==> src/rtl/dds_ram.sv <==
`timescale 1ns / 1ps
// ----------------------------------------------------------------------------
// dds_ram
// generic single-write, single-read memory with registered read data
// ----------------------------------------------------------------------------
module dds_ram #(
  parameter int WIDTH = 8,
  parameter int DEPTH = 64
) (
  input  logic                     clk,
  input  logic                     we,
  input  logic [$clog2(DEPTH)-1:0] waddr,
  input  logic [WIDTH-1:0]         wdata,
  input  logic [$clog2(DEPTH)-1:0] raddr,
  output logic [WIDTH-1:0]         rdata
);

  logic [WIDTH-1:0] mem [DEPTH];

  always_ff @(posedge clk) begin
    if (we) begin
      mem[waddr] <= wdata;
    end
    rdata <= mem[raddr];
  end

endmodule

==> config.mk <==
export PLATFORM = sky130hd
export DESIGN_NAME = dds_ram
export DESIGN_NICKNAME = d
export VERILOG_FILES = /design/src/rtl/dds_ram.sv
export SDC_FILE = /design/constraint.sdc
export NUM_CORES = 1
export LEC_CHECK = 0
export ABC_AREA = 1
export BUFFER_PORTS_ARGS = -buffer_cell sky130_fd_sc_hd__buf_2
export CAP_MARGIN = 20
export CORE_AREA = 10 10 229 231
export DETAILED_ROUTE_END_ITERATION = 10
export DIE_AREA = 0 0 239 241
export GPL_TIMING_DRIVEN = 0
export PLACE_DENSITY_LB_ADDON = 0.15
export SLEW_MARGIN = 20
export SYNTH_ARGS = -nofsm -noshare
export SYNTH_HDL_FRONTEND = slang
export SYNTH_SLANG_ARGS = --single-unit
==> constraint.sdc <==
create_clock -name clk -period 4.8 [get_ports clk]
set_input_delay 1.2 -clock clk [delete_from_list [all_inputs] [get_ports clk]]
set_output_delay 1.2 -clock clk [all_outputs]
set_load 0.01 [all_outputs]
# Yosys cells after proc, flatten, opt, wreduce, memory -nomap -nowiden

Memory sizes are Yosys's and may differ from the RTL's. A register that Yosys moved wholly into a read port is not among the register bits.
Cells that the tools add are included.

Shifts and indexed selects: 0
Equal/unequal tests: 0
Magnitude comparators: 0
Add/subtract/negate cells: 0
Divide/modulo/power cells: 0
Reduce and logical (&&, ||, !) cells: 0
Bitwise operators: 0
$mul: 0
Muxes and demuxes: 2

Operators with widths:

| operator | number |
|---|---|
| $mux W1  | 2 |

Bits in latches: 0
Memory bits (read-only): 0
Logic and storage cells: 3
Bits of input ports: 22
Memories: 1
Flip-flop bits (word level): 0
Output and inout bits: 8
Bits in writable memories: 512

Memories:

| memory | depth | bits a word | rd ports | clocked after memory_dff | wr ports | RTL line | text |
|---|---|---|---|---|---|---|---|
| mem    | 64    | 8           | 1        | 1                        | 1        | 18       | `logic [WIDTH-1:0] mem [DEPTH];` |

# Depth between registers and ports, before layout

Depth after elaboration: 2
Gate-level depth with buffers: 12
Mapped depth without buffers: 9

# Least setup slack after synthesis

Ideal clock, no wire load.

Path kind: input to register
Start: in we
End: mem mem[48][0] (enable)
Stages on the path: 3
Path buffers: 1
Data arrival time: 2.571 ns
Path slack: 1.834 ns
Library setup time: 0.395 ns
Cell sequence: clkbuf_1 > nand4_1 > nor4_1

Cells in the longest elaborated chain, start to end: 2

Ends and longest elaborated chain:

| element                       | RTL line | text |
|---|---|---|
| start, declared               | 11       | `input logic we,` |
| $mux W1                       | 21       | `if (we) begin` |
| $mux W1 (not written as such) | 22       | `mem[waddr] <= wdata;` |
| end, declared                 | 18       |  |

No other way between the ends.

# Worst setup path after layout

Start: in waddr[0]
End: mem mem[18][0] (enable)

RTL lines:

| element         | RTL line | text |
|---|---|---|
| start, declared | 12       | `input logic [$clog2(DEPTH)-1:0] waddr,` |

No word-level cell before the write port.

==> impl_results.md <==
- Worst Path Max Fanout: 9
- Worst-path clk slew: 0.06 ns
- PortBufs: 21
- Chip width: 239 um
- Area growth from synthesis to layout: 13.67%
- Max Root-Sink Buffers: 3
- Post-synth EDFFs: 512
- Max Slew Vio Count: 0
- Clock Skews: 0.01706 ns
- Sequential area share after synthesis: 72.80%
- First-pass GRT wire length: 90.73 mm
- Clk Tree Root Cell: clkbuf_16
- H-tree depth: 2
- Final setup TNS: 0 ns
- Synth cell types: 16
- Final wirelength: 63.05 mm
- Largest net degree at the start of global routing: 65
- Synth area leader: edfxtp_1
- CTS sink count: 520
- Inst Count DP: 2453
- Setup violators final: 0
- Hold Path Class: reg2reg
- GP Congestion: 0.9933
- Startpoint Class: input pin
- Share of the synthesized area in the top cell type: 72.05%
- Status: finished clean
- Most frequent cells after synthesis: nand2_1 (648), edfxtp_1 (512), nand3_1 (439)
- Ys Warns: 0
- DRT antenna net count: 0
- Final std cells w/o fill: 2556
- Via/cell ratio: 5.570
- Post-detail-place hpwl: 42.92 mm
- NumNets Final: 1917
- Syn Nets: 1827
- Hold buffers post-CTS: 0
- Power per cell area: 414.9 mW/mm^2
- Mapped cell area: 0.02134 mm^2
- Max_slew headroom: 27.71%
- Placed inst area: 0.02241 mm^2
- DR vias: 14236
- Tot GR Track Use: 21.88%
- Die area: 0.05760 mm^2
- Fill count: 4077
- Mean routed wirelength per cell: 24.67 um
- Synth async-reset ratio: 0%
- Setup CP Type: in2reg
- Top cells by area, synth: edfxtp_1 (72%), nand2_1 (11%), nand3_1 (10%)
- Most common cell in the netlist: nand2_1
- Post-route minimum period: 3.103 ns
- Hold Violations, Final: 0
- DRT iter0 DRCs: 1418
- Mean Syn Cell Area: 11.82 um^2
- IO Pins: 30
- Core area: 0.04755 mm^2
- Fin Hold WS: 0.9270 ns
- CP Capture Type: register
- Clock latency on the worst-skew pair: 0.61 ns
- Tot Pwr: 10.06 mW
- Max Cap Violations: 0
- Worst Path Required: 5.03 ns
- Initial Utilization: 44.88%
- Yosys reg bits: 520
- Setup repair bufs after CTS: 0
- Post-Layout Inst Area: 0.02426 mm^2
- Post-route DRC: 0
- Mapped Cells: 1805
- DR pass1 iterations: 7
- Share of cells above drive strength 1: 10.98%
- CTS tree: done
- Die Span Y: 241 um
- Row count: 80
- Worst EP arrival: 3.34 ns
- Global route overflow: 0
- P_leak: 8.806 nW
- Initial antenna violation count: 4
- RSZ-0062 raised after global routing: no
- Worst VDD drop: 354.3 uV
- Total CTS buffers: 55
- Period utilization: 64.64%
- FMAX: 0.3223 GHz
- Vias in the first global route: 13570
- Main flop type after synthesis: edfxtp_1
- Measured slew at the worst slew-check pin: 1.080 ns
- CTS resizes: 0
layout make-up:
class / instances / area (um^2) / share of cell area [%]
clock inverters: 39 / 392.9 / 1.620
clock buffers: 63 / 1449 / 5.973
repair buffers: 33 / 252.7 / 1.042
inverters: 12 / 50.05 / 0.2063
diodes: 1 / 2.502 / 0.01032
flip-flops and latches: 520 / 15530 / 64.05
plain buffers: 113 / 808.3 / 3.332
well taps: 615 / 769.5 / 3.172
multi-input cells: 1160 / 4996 / 20.60
through the flow:
step                      utilization (%)  worst slack, ns
after floorplan                         -            1.834
after global placement              46.72           0.8431
after detailed placement            47.14            1.115
after CTS                           51.01            1.754
after global routing                51.01            1.599
final                               51.02            1.697
per-layer routing:
metal  vias to the layer above  GRT usage (%)  wire, um
met1                      6956          28.60     26390
met3                       145          4.209      4634
met5                         -              0        32
li1                       6552              -         -
met2                       577          35.30     29560
met4                         6          9.184      2426
cells in the final DEF (no fill, tap or decap):
cell type / count
buf_2: 55
buf_1: 10
buf_8: 2
buf_6: 35
clkbuf_1: 21
dfxtp_1: 8
clkinv_4: 3
buf_4: 25
nor4_2: 8
nor2_1: 56
inv_1: 10
clkinv_1: 14
bufinv_16: 8
inv_2: 1
clkbuf_16: 57
edfxtp_1: 512
nand4_1: 9
nand2_1: 648
nand3_1: 439
buf_12: 4
clkinv_2: 13
diode_2: 1
inv_6: 2
report_power, final:
| group | internal [mW] | switching [mW] | leakage, nW | total [mW] |
|---|---|---|---|---|
| logic | 0.179 | 0.508 | 3.22 | 0.687 |
| registers | 5.03 | 0.00857 | 4.67 | 5.03 |
| clock network | 2.59 | 1.76 | 0.912 | 4.34 |
| total | 7.79 | 2.27 | 8.81 | 10.1 |
kinds of logic (layout without fill, tap and decap cells):
| logic type | count (synthesis) | count (layout) | synth area share (%) |
|---|---|---|---|
| AND/OR/NAND/NOR | 1160 | 1160 | 23.18 |
| flip-flops | 520 | 520 | 72.80 |
| other | 0 | 1 | 0 |
| buffers and inverters | 125 | 260 | 4.022 |
worst paths after layout:
kind	endpoint	slack, ns	cells after the start	start
hold / removal	rdata[6]	0.93	8	mem[40][6]
setup reg to reg	rdata[5]	3.30	8	mem[53][5]
setup / recovery	mem[18][0]	1.70	4	waddr[0]
hold reg to reg	rdata[6]	0.93	8	mem[40][6]
worst max-delay path, cell delays in order:
cell and delay, ns:
clkbuf_1 0.23, inv_1 0.34, nand4_1 0.62, nor2_1 0.93
registers in the layout, summed over array words and instances, names as in the netlist:
| signal | flops |
|---|---|
| mem | 512 |
| rdata | 8 |
Power figures use the tool's default switching activity.
